$ cat config.mk
export PLATFORM = sky130hd
export DESIGN_NAME = stepper_ramp_move_controller_top
export DESIGN_NICKNAME = d
export VERILOG_FILES = /design/src/hdl/srmc_pkg.sv /design/src/hdl/stepper_ramp_move_controller_top.sv /design/src/hdl/srmc_ram.sv /design/src/hdl/srmc_core.sv
export VERILOG_INCLUDE_DIRS = /design/src /design/src/hdl
export SDC_FILE = /design/constraint.sdc
export NUM_CORES = 2
export LEC_CHECK = 0
export BUFFER_PORTS_ARGS = -buffer_cell sky130_fd_sc_hd__buf_4
export CORE_ASPECT_RATIO = 0.75
export CORE_MARGIN = 3
export CORE_UTILIZATION = 35
export DETAILED_ROUTE_END_ITERATION = 8
export REMOVE_ABC_BUFFERS = 1
export SYNTH_ARGS = -nofsm -noshare
export SYNTH_HDL_FRONTEND = slang
export SYNTH_SLANG_ARGS = --single-unit
$ cat constraint.sdc
create_clock -name clock -period 18.78 [get_ports clock]
set_input_delay 2.817 -clock clock [delete_from_list [all_inputs] [get_ports clock]]
set_output_delay 2.817 -clock clock [all_outputs]
set_load 0.01 [all_outputs]
$ cat src/hdl/assert_macros.svh
// Assertion macros shared by the stepper ramp controller RTL.
// No dependencies; included inside module bodies.
`ifndef ASSERT_MACROS_SVH
`define ASSERT_MACROS_SVH

// Clocked check, masked while reset is high
`define SRMC_ASSERT(lbl, clk, rst, prop, msg) \
   lbl: assert property (@(posedge clk) disable iff (rst) prop) \
      else $error(msg);

// Clocked check that also holds across reset
`define SRMC_ASSERT_ALWAYS(lbl, clk, prop, msg) \
   lbl: assert property (@(posedge clk) prop) \
      else $error(msg);

`endif

$ cat src/hdl/srmc_pkg.sv
// Shared types, codes and constants for the stepper ramp move controller.
// No dependencies.
package srmc_pkg;

   // Default ramp table depth
   localparam int TABLE_LENGTH_DEFAULT = 64;

   // Timer period before the first step pulse loads one from the ramp table
   localparam logic [15:0] PERIOD_RESET = 16'(16000000 / 64 / 61 - 1);

   // Configuration port geometry and register indexes
   localparam int CSR_INDEX_W = 1;
   localparam int CSR_DATA_W  = 16;
   localparam logic [CSR_INDEX_W-1:0] CSR_SPEED_LIMIT = 1'd0;
   localparam logic [CSR_INDEX_W-1:0] CSR_DIR_PAUSE   = 1'd1;

   // Reset values of the configuration registers
   localparam logic [6:0]  SPEED_LIMIT_RESET = 7'd100;
   localparam logic [15:0] DIR_PAUSE_RESET   = 16'd100;

   // Reciprocal of 100 in 2^-19 units; exact for numerators below 43690
   localparam int RECIP_100     = 5243;
   localparam int RECIP_100_SHR = 19;

   typedef enum logic [2:0] {
      CMD_POLL     = 3'd0,
      CMD_MOVE     = 3'd1,
      CMD_EXTEND   = 3'd2,
      CMD_STOP     = 3'd3,
      CMD_TURN_OFF = 3'd4,
      CMD_STEP     = 3'd5,
      CMD_MS_TICK  = 3'd6,
      CMD_LOAD     = 3'd7
   } cmd_type;

   typedef enum logic [1:0] {
      ST_OFF  = 2'd0,
      ST_RUN  = 2'd1,
      ST_WAIT = 2'd2
   } state_type;

   typedef enum logic [1:0] {
      EV_NONE   = 2'd0,
      EV_MOVE   = 2'd1,
      EV_EXTEND = 2'd2,
      EV_OFF    = 2'd3
   } event_type;

   // One result word, less the timer period (which comes from the ramp RAM)
   typedef struct packed {
      state_type   machine_state;
      logic        sleep_level;
      logic        microstep_level;
      logic        direction_level;
      logic        step_pulse;
      logic [5:0]  speed_index;
      logic        stopped;
      logic [31:0] steps_this_move;
   } result_type;

   // Ramp index cap: percent * top_index / 100, truncated, saturated at top_index
   function automatic logic [31:0] cap_calc(input logic [6:0] percent, input int top_index);
      logic [31:0] prod;
      logic [31:0] quot;
      prod = 32'(percent) * 32'(top_index * RECIP_100);
      quot = prod >> RECIP_100_SHR;
      if (quot > 32'(top_index)) begin
         quot = 32'(top_index);
      end
      return quot;
   endfunction

endpackage

$ cat src/hdl/stepper_ramp_move_controller_top.sv
// Top level of the stepper ramp move controller: handshakes, config and ramp RAM.
// Depends on srmc_pkg, srmc_ram, srmc_core and assert_macros.svh.
//
// Usage:
//   req_* carries one command word (poll, move, extend, stop, turn-off, step tick,
//   millisecond tick, ramp table load). Every command word yields exactly one rsp_*
//   word with the machine state, pin levels, step pulse, timer period, ramp index and
//   step counts after that command.
//   A word is taken when valid is high and stall is low, on either channel.
//   A command accepted into the input register is executed once the response register
//   is free or being emptied, and its result is then held in the response register.
//   Throughput: one command per cycle while rsp_stall is low; input and response
//   registers form two stages, so a new command is taken while a response still waits.
//   When rsp_stall is held, the response holds, one further command parks in the
//   input register, and req_stall rises until the response is taken.
//   csr_we writes speed_limit_percent (index 0) or direction_pause_ms (index 1);
//   write only while no command is in flight.
//   Reset (synchronous) empties both stages, returns the machine to off with default
//   configuration; the ramp table is not cleared and must be loaded before stepping.
module stepper_ramp_move_controller_top #(
   parameter int TABLE_LENGTH = srmc_pkg::TABLE_LENGTH_DEFAULT
) (
   input  logic                               clock,
   input  logic                               reset,
   // command channel
   input  logic                               req_valid,
   output logic                               req_stall,
   input  logic [2:0]                         req_cmd,
   input  logic signed [15:0]                 req_step_count,
   input  logic [5:0]                         req_table_slot,
   input  logic [15:0]                        req_table_word,
   // response channel
   output logic                               rsp_valid,
   input  logic                               rsp_stall,
   output logic [1:0]                         rsp_machine_state,
   output logic                               rsp_sleep_level,
   output logic                               rsp_microstep_level,
   output logic                               rsp_direction_level,
   output logic                               rsp_step_pulse,
   output logic [15:0]                        rsp_timer_period,
   output logic [5:0]                         rsp_speed_index,
   output logic                               rsp_stopped,
   output logic [31:0]                        rsp_steps_this_move,
   // configuration write port
   input  logic                               csr_we,
   input  logic [srmc_pkg::CSR_INDEX_W-1:0]   csr_index,
   input  logic [srmc_pkg::CSR_DATA_W-1:0]    csr_wdata
);
   import srmc_pkg::*;
   `include "assert_macros.svh"

   localparam int PW = $clog2(TABLE_LENGTH);
   localparam logic [PW-1:0] CAP_RESET = PW'(cap_calc(SPEED_LIMIT_RESET, TABLE_LENGTH - 1));

   logic               in_valid_ff;
   logic [2:0]         in_cmd_ff;
   logic signed [15:0] in_steps_ff;
   logic [5:0]         in_slot_ff;
   logic [15:0]        in_word_ff;
   logic               fire;
   logic               accept;

   logic               rsp_valid_ff;
   result_type         rsp_ff;
   logic               period_sel_ff;

   logic [PW-1:0]      cap_ff;
   logic [15:0]        pause_ff;

   result_type         result;
   logic               ram_we;
   logic [PW-1:0]      ram_waddr;
   logic [15:0]        ram_wdata;
   logic               ram_re;
   logic [PW-1:0]      ram_raddr;
   logic [15:0]        ram_rdata;

   // Handshake: execute when the response register is free or being emptied
   assign fire      = in_valid_ff && (!rsp_valid_ff || !rsp_stall);
   assign req_stall = in_valid_ff && !fire;
   assign accept    = req_valid && !req_stall;

   // Input register
   always_ff @(posedge clock) begin
      if (reset) begin
         in_valid_ff <= 1'b0;
      end else if (accept) begin
         in_valid_ff <= 1'b1;
      end else if (fire) begin
         in_valid_ff <= 1'b0;
      end
   end

   always_ff @(posedge clock) begin
      if (accept) begin
         in_cmd_ff   <= req_cmd;
         in_steps_ff <= req_step_count;
         in_slot_ff  <= req_table_slot;
         in_word_ff  <= req_table_word;
      end
   end

   // Configuration registers; the speed cap is kept as a ramp index
   always_ff @(posedge clock) begin
      if (reset) begin
         cap_ff   <= CAP_RESET;
         pause_ff <= DIR_PAUSE_RESET;
      end else if (csr_we) begin
         case (csr_index)
            CSR_SPEED_LIMIT: cap_ff   <= PW'(cap_calc(csr_wdata[6:0], TABLE_LENGTH - 1));
            CSR_DIR_PAUSE:   pause_ff <= csr_wdata[15:0];
            default: begin
            end
         endcase
      end
   end

   srmc_core #(
      .TABLE_LENGTH (TABLE_LENGTH)
   ) u_core (
      .clock      (clock),
      .reset      (reset),
      .fire       (fire),
      .cmd        (cmd_type'(in_cmd_ff)),
      .step_count (in_steps_ff),
      .table_slot (in_slot_ff),
      .table_word (in_word_ff),
      .cap        (cap_ff),
      .pause_ms   (pause_ff),
      .result     (result),
      .ram_we     (ram_we),
      .ram_waddr  (ram_waddr),
      .ram_wdata  (ram_wdata),
      .ram_re     (ram_re),
      .ram_raddr  (ram_raddr)
   );

   srmc_ram #(
      .WIDTH (16),
      .DEPTH (TABLE_LENGTH)
   ) u_ramp_ram (
      .clock (clock),
      .we    (ram_we && fire),
      .waddr (ram_waddr),
      .wdata (ram_wdata),
      .re    (ram_re && fire),
      .raddr (ram_raddr),
      .rdata (ram_rdata)
   );

   // Response register
   always_ff @(posedge clock) begin
      if (reset) begin
         rsp_valid_ff  <= 1'b0;
         period_sel_ff <= 1'b0;
      end else begin
         if (fire) begin
            rsp_valid_ff <= 1'b1;
         end else if (!rsp_stall) begin
            rsp_valid_ff <= 1'b0;
         end
         if (fire && result.step_pulse) begin
            period_sel_ff <= 1'b1;
         end
      end
   end

   always_ff @(posedge clock) begin
      if (fire) begin
         rsp_ff <= result;
      end
   end

   assign rsp_valid           = rsp_valid_ff;
   assign rsp_machine_state   = rsp_ff.machine_state;
   assign rsp_sleep_level     = rsp_ff.sleep_level;
   assign rsp_microstep_level = rsp_ff.microstep_level;
   assign rsp_direction_level = rsp_ff.direction_level;
   assign rsp_step_pulse      = rsp_ff.step_pulse;
   assign rsp_speed_index     = rsp_ff.speed_index;
   assign rsp_stopped         = rsp_ff.stopped;
   assign rsp_steps_this_move = rsp_ff.steps_this_move;
   // RAM read data only changes on a step pulse, in step with the response register
   assign rsp_timer_period    = period_sel_ff ? ram_rdata : PERIOD_RESET;

   // Reset always empties the response stage
   `SRMC_ASSERT_ALWAYS(a_reset_empty, clock, reset |=> !rsp_valid_ff, "response valid after reset")
   // A pulse always switches the period over to the ramp table
   `SRMC_ASSERT(a_period_sel, clock, reset, fire && result.step_pulse |=> period_sel_ff && rsp_step_pulse, "step pulse did not select ramp period")

endmodule

$ cat src/hdl/srmc_ram.sv
// Generic single-write, single-read RAM with registered read data.
// No dependencies.
module srmc_ram #(
   parameter int WIDTH = 16,
   parameter int DEPTH = 64
) (
   input  logic                     clock,
   input  logic                     we,
   input  logic [$clog2(DEPTH)-1:0] waddr,
   input  logic [WIDTH-1:0]         wdata,
   input  logic                     re,
   input  logic [$clog2(DEPTH)-1:0] raddr,
   output logic [WIDTH-1:0]         rdata
);

   logic [WIDTH-1:0] mem_ff [DEPTH];
   logic [WIDTH-1:0] rdata_ff;

   // Write port
   always_ff @(posedge clock) begin
      if (we) begin
         mem_ff[waddr] <= wdata;
      end
   end

   // Registered read, holds between reads
   always_ff @(posedge clock) begin
      if (re) begin
         rdata_ff <= mem_ff[raddr];
      end
   end

   assign rdata = rdata_ff;

endmodule

$ cat src/hdl/srmc_core.sv
// Control machine, step counters and ramp index of the stepper ramp controller.
// Depends on srmc_pkg and assert_macros.svh; drives the ramp RAM ports.
module srmc_core #(
   parameter int TABLE_LENGTH = srmc_pkg::TABLE_LENGTH_DEFAULT
) (
   input  logic                            clock,
   input  logic                            reset,
   input  logic                            fire,
   input  srmc_pkg::cmd_type               cmd,
   input  logic signed [15:0]              step_count,
   input  logic [5:0]                      table_slot,
   input  logic [15:0]                     table_word,
   input  logic [$clog2(TABLE_LENGTH)-1:0] cap,
   input  logic [15:0]                     pause_ms,
   output srmc_pkg::result_type            result,
   output logic                            ram_we,
   output logic [$clog2(TABLE_LENGTH)-1:0] ram_waddr,
   output logic [15:0]                     ram_wdata,
   output logic                            ram_re,
   output logic [$clog2(TABLE_LENGTH)-1:0] ram_raddr
);
   import srmc_pkg::*;
   `include "assert_macros.svh"

   localparam int PW = $clog2(TABLE_LENGTH);

   state_type          ctrl_ff, ctrl_in;
   state_type          prior_ff, prior_in;
   state_type          resume_ff, resume_in;
   event_type          pend_ff, pend_in;
   logic signed [15:0] req_ff, req_in;
   logic               fwd_ff, fwd_in;
   logic               dir_ff, dir_in;
   logic [31:0]        rem_ff, rem_in;
   logic [31:0]        taken_ff, taken_in;
   logic [PW-1:0]      pos_ff, pos_in;
   logic [15:0]        wait_ff, wait_in;
   logic               sleep_ff, sleep_in;
   logic               micro_ff, micro_in;

   logic               pulse;
   logic               want_fwd;
   logic [16:0]        move_mag;
   logic [32:0]        ext_sum;
   logic [15:0]        wait_cur;
   state_type          resume_cur;
   logic [31:0]        rem_dec;
   logic [31:0]        taken_inc;
   logic               stopped;

   // Next state for one command word
   always_comb begin
      ctrl_in    = ctrl_ff;
      prior_in   = prior_ff;
      resume_in  = resume_ff;
      pend_in    = pend_ff;
      req_in     = req_ff;
      fwd_in     = fwd_ff;
      dir_in     = dir_ff;
      rem_in     = rem_ff;
      taken_in   = taken_ff;
      pos_in     = pos_ff;
      wait_in    = wait_ff;
      sleep_in   = sleep_ff;
      micro_in   = micro_ff;
      pulse      = 1'b0;
      ram_we     = 1'b0;
      ram_re     = 1'b0;
      want_fwd   = ~req_ff[15];
      move_mag   = req_ff[15] ? (17'd0 - {1'b1, req_ff}) : {1'b0, req_ff};
      ext_sum    = {1'b0, rem_ff} + (req_ff[15] ? 33'd0 : 33'({1'b0, req_ff}));
      wait_cur   = wait_ff;
      resume_cur = resume_ff;
      rem_dec    = rem_ff - 32'd1;
      taken_inc  = (taken_ff == 32'hFFFF_FFFF) ? taken_ff : taken_ff + 32'd1;

      case (cmd)
         CMD_POLL: begin
            case (ctrl_ff)
               ST_OFF: begin
                  if (prior_ff != ST_OFF) begin
                     sleep_in = 1'b0;
                     prior_in = ST_OFF;
                  end
                  if (pend_ff == EV_MOVE || pend_ff == EV_EXTEND) begin
                     ctrl_in  = ST_RUN;
                     sleep_in = 1'b1;
                     micro_in = 1'b1;
                  end
               end
               ST_RUN: begin
                  prior_in = ST_RUN;
                  case (pend_ff)
                     EV_MOVE: begin
                        if (want_fwd != fwd_ff) begin
                           // direction change only once the last move is done
                           if (rem_ff == 32'd0) begin
                              ctrl_in = ST_WAIT;
                              fwd_in  = want_fwd;
                              dir_in  = want_fwd;
                           end
                        end else begin
                           rem_in   = 32'(move_mag);
                           taken_in = 32'd0;
                           req_in   = 16'sd0;
                           pend_in  = EV_NONE;
                        end
                     end
                     EV_EXTEND: begin
                        rem_in  = ext_sum[32] ? 32'hFFFF_FFFF : ext_sum[31:0];
                        req_in  = 16'sd0;
                        pend_in = EV_NONE;
                     end
                     EV_OFF: begin
                        if (rem_ff == 32'd0) begin
                           ctrl_in = ST_OFF;
                           pend_in = EV_NONE;
                        end
                     end
                     default: begin
                     end
                  endcase
               end
               ST_WAIT: begin
                  // first poll in the wait restarts the pause count
                  if (prior_ff != ST_WAIT) begin
                     wait_cur   = 16'd0;
                     resume_cur = prior_ff;
                     prior_in   = ST_WAIT;
                  end
                  wait_in   = wait_cur;
                  resume_in = resume_cur;
                  if (wait_cur > pause_ms) begin
                     ctrl_in = resume_cur;
                  end
               end
               default: begin
               end
            endcase
         end
         CMD_MOVE: begin
            req_in  = step_count;
            pend_in = EV_MOVE;
         end
         CMD_EXTEND: begin
            // magnitude, most negative count saturates
            if (step_count == -16'sd32768) begin
               req_in = 16'sd32767;
            end else if (step_count < 16'sd0) begin
               req_in = -step_count;
            end else begin
               req_in = step_count;
            end
            pend_in = EV_EXTEND;
         end
         CMD_STOP, CMD_TURN_OFF: begin
            if (rem_ff > 32'(cap)) begin
               rem_in = 32'(cap);
            end
            pend_in = (cmd == CMD_TURN_OFF) ? EV_OFF : EV_NONE;
         end
         CMD_STEP: begin
            if (rem_ff != 32'd0) begin
               pulse    = 1'b1;
               taken_in = taken_inc;
               rem_in   = rem_dec;
               // accelerate under the cap, decelerate near the end
               if (rem_dec > 32'(pos_ff) && pos_ff < cap) begin
                  pos_in = pos_ff + 1'b1;
               end else if (rem_dec < 32'(pos_ff) && taken_inc > rem_dec &&
                            pos_ff != '0) begin
                  pos_in = pos_ff - 1'b1;
               end
               ram_re = 1'b1;
            end
         end
         CMD_MS_TICK: begin
            if (ctrl_ff == ST_WAIT && prior_ff == ST_WAIT && wait_ff != 16'hFFFF) begin
               wait_in = wait_ff + 16'd1;
            end
         end
         CMD_LOAD: begin
            if (32'(table_slot) < TABLE_LENGTH) begin
               ram_we = 1'b1;
            end
         end
         default: begin
         end
      endcase
   end

   assign ram_waddr = PW'(table_slot);
   assign ram_wdata = table_word;
   assign ram_raddr = pos_in;

   // Result fields from the updated state
   assign stopped = (req_in == 16'sd0) && (rem_in == 32'd0);

   always_comb begin
      result.machine_state   = ctrl_in;
      result.sleep_level     = sleep_in;
      result.microstep_level = micro_in;
      result.direction_level = dir_in;
      result.step_pulse      = pulse;
      result.speed_index     = 6'(pos_in);
      result.stopped         = stopped;
      result.steps_this_move = stopped ? 32'd0 : taken_in;
   end

   // State registers, advanced once per executed word
   always_ff @(posedge clock) begin
      if (reset) begin
         ctrl_ff   <= ST_OFF;
         prior_ff  <= ST_OFF;
         resume_ff <= ST_OFF;
         pend_ff   <= EV_NONE;
         req_ff    <= 16'sd0;
         fwd_ff    <= 1'b1;
         dir_ff    <= 1'b0;
         rem_ff    <= 32'd0;
         taken_ff  <= 32'd0;
         pos_ff    <= '0;
         wait_ff   <= 16'd0;
         sleep_ff  <= 1'b0;
         micro_ff  <= 1'b0;
      end else if (fire) begin
         ctrl_ff   <= ctrl_in;
         prior_ff  <= prior_in;
         resume_ff <= resume_in;
         pend_ff   <= pend_in;
         req_ff    <= req_in;
         fwd_ff    <= fwd_in;
         dir_ff    <= dir_in;
         rem_ff    <= rem_in;
         taken_ff  <= taken_in;
         pos_ff    <= pos_in;
         wait_ff   <= wait_in;
         sleep_ff  <= sleep_in;
         micro_ff  <= micro_in;
      end
   end

   // A step pulse consumes exactly one remaining step
   `SRMC_ASSERT(a_step_dec, clock, reset, fire && cmd == CMD_STEP && rem_ff != 32'd0 |=> rem_ff == $past(rem_ff) - 32'd1, "step tick did not consume one step")
   // The ramp index stays inside the table
   `SRMC_ASSERT(a_pos_range, clock, reset, 32'(pos_ff) <= TABLE_LENGTH - 1, "ramp index beyond table")

endmodule

==> flow_summary.yaml <==
place:
  dp_hpwl_um: 105200
  io_buffers: 125
  placed_area_mm2: 0.06097
  dp_cells: 6173
  gp_congestion: 0.9001
  pre_cts_ws_ns: 8.829
synth:
  synth.distinct_cells: 102
  synth_top_area_share: 0.5894
  netlist_area_mm2: 0.05737
  synth_warnings: 0
  synthCells: 4011
  synth-edff-count: 1126
  synth-seq-area-share: 0.6379
  synth_ff_type: "edfxtp_1"
  syn_avg_cell_area_um2: 14.30
  ys_async_sr_fraction: 0
  synthTopCellsByArea: "edfxtp_1, mux4_2, dfxtp_1"
  synth-seq-cells: 1265
  synth_top_area_cell: "edfxtp_1"
cts:
  cts_tree: "yes"
  cts_sinks: 1265
  postCtsSetupBuffers: 0
  h-tree-depth: 4
  clk_path_buf_depth: 3
  numCtsBuffers: 130
  clk_latency_ns: 0.78
  cts_hold_buf: 0
  cts_resized: 0
  clkSlewWorstSetupHoldPaths_ns: 0.06
  cts_root_buf: "clkbuf_16"
detailed_routing:
  wl_per_cell_um: 25.62
  drt_iter0_markers: 4988
  route.vias.total: 36490
  ant_nets: 0
  wirelength_um: 164300
  route.detailed.drc: 0
  first_pass_iters: 6
  via_per_inst: 5.692
setup_path:
  worstPathRequired_ns: 19.26
  cp_max_fo: 62
  crit_arrival_ns: 10.38
  crit_path_end_kind: "register"
  criticalPathCategory: "reg2reg"
  worstSetupStartpointType: "register"
flow_run:
  cap_violations: 0
sta:
  rsz0062_at_grt: "no"
  setup_viol: 0
  slew_viol_final: 0
  hold_viol: 0
  period_needed_ns: 9.897
  fmax_mhz: 101.0
  maxSlewHeadroom: 0.1800
  skew_ns: 0.04688
  post-route-period-util: 0.5270
  whs_ns: 0.4556
  tightestPinTransition_ns: 1.227
  tns_ns: 0
  setup_ws_ns: 8.883
floorplan:
  core_area_mm2: 0.1626
  die_h_um: 356.6
  start_util: 0.3529
  rows: 128
  die_w_um: 473.5
  dieArea_mm2: 0.1689
  ioPinCount: 126
global_route:
  antenna_found_initial: 13
  overflow: 0
  grt_pass1_vias: 35150
  grt_pass1_wl_um: 242400
  grt_max_degree: 99
  track_usage: 0.1928
power:
  finalPower_mw: 6.117
  cellLeakagePower_nw: 21.56
  vdd_drop_max_v: 0.00008026
  power_density_mw_per_mm2: 93.87
outcome:
  outcome: "complete, no violations"
layout:
  fin_area_mm2: 0.06517
  final_nets: 4370
  area_delta_synth_final_pct: 13.60
  final_core_util: 0.4009
  instances_no_fill: 6411
  drive_gt1_frac: 0.1757
hold_path:
  hold_class: "reg2reg"
[power breakdown]
group | internal (mW) | switching (mW) | total, mW
Combinational | 0.164 | 0.279 | 0.443
Sequential | 3.08 | 0.0290 | 3.11
Clock | 1.41 | 1.15 | 2.56
Total | 4.66 | 1.46 | 6.12
[synth_stat cells (all sizes together), types with 9 or more instances]
cell,instances
buf,93
clkbuf,145
inv,112
o2bb2ai,18
nor2,380
nor3,86
or4,16
dfxtp,139
nor2b,66
a22oi,55
nand2b,28
nor4,46
a22o,35
or3,25
a211oi,44
o22ai,13
a32o,16
and2,46
o211ai,18
o21bai,9
mux4,256
edfxtp,1126
a21o,22
o21a,12
a311oi,22
nand3,84
o21ai,121
a31oi,19
xor2,26
and4,13
xnor2,75
o31ai,11
or2,9
and3,22
ha,139
mux2i,9
nand4,64
nand2,233
a21oi,227
[cell type report]
| cell class | instances | area, µm² |
|---|---|---|
| Multi-Input combinational cell | 2395 | 19340 |
| Timing Repair Buffer | 256 | 1934 |
| Antenna cell | 2 | 5.005 |
| Sequential cell | 1265 | 36600 |
| Clock buffer | 171 | 3480 |
| Clock inverter | 64 | 703.2 |
| Tap cell | 2145 | 2684 |
| Fill cell | 14810 | 97390 |
| Inverter | 113 | 426.7 |
[worst paths after layout]
path	from	endpoint	slack [ns]	cells past startpoint
worst max-delay path	u_core.taken_ff[22]	u_ramp_ram.rdata[2]	8.88	26
worst min-delay path	pause_ff[4]	pause_ff[4]	0.46	2
worst max register to register	u_core.taken_ff[22]	u_ramp_ram.rdata[2]	8.88	26
worst min register to register	pause_ff[4]	pause_ff[4]	0.46	2
[sequential cells by signal, indices dropped and copies added, names as in the netlist, 32 cells and up]
signal	flops
u_core.taken_ff	32
u_ramp_ram.mem_ff	1024
u_core.rem_ff	32
rsp_steps_this_move	32
[layer usage]
metal  vias up  part of all wire  global-route usage
li1      15980                 -                   -
met1     18610              0.43              0.2788
met2      1690              0.47              0.3008
met3       212             0.088             0.03613
met4         2             0.019             0.04604
met5         -          0.000073                   0
[critical path, stage by stage, from the launching register on]
cell,delay (ns)
dfxtp_1,0.37
and4_1,0.27
and4_1,0.23
nand4_1,0.29
and4_1,0.32
nand2_1,0.16
nor4_1,0.58
nor2b_1,0.31
nand4_1,0.25
xnor2_1,0.20
ha_1,0.31
nand4_1,0.13
nor4bb_1,0.54
nand2_1,0.12
a211oi_1,0.22
o2111a_1,0.29
and2_1,0.32
a31o_2,0.24
xnor2_2,0.11
buf_4,0.50
buf_4,0.76
buf_4,0.79
buf_4,0.84
mux4_2,0.41
a22o_1,0.24
nor4_1,0.52
nand4_1,0.16
[cells in the final DEF, fill, tap and decap left out, drive strengths merged, types with 120 or more instances in the layout]
| cell | synthesis | layout |
|---|---|---|
| nand2 | 233 | 233 |
| buf | 93 | 255 |
| o21ai | 121 | 121 |
| a21oi | 227 | 227 |
| ha | 139 | 139 |
| mux4 | 256 | 256 |
| clkbuf | 145 | 172 |
| inv | 112 | 120 |
| nor2 | 380 | 380 |
| dfxtp | 139 | 139 |
| edfxtp | 1126 | 1126 |
[logic make-up after synthesis]
family,share of synthesized area
fa+ha+maj,0.03276
xor+xnor,0.01555
simple gates,0.09926
mux,0.1027
compound gates,0.08521
flops,0.6379
buf+inv,0.02665
(Power assumes the default switching activity.)
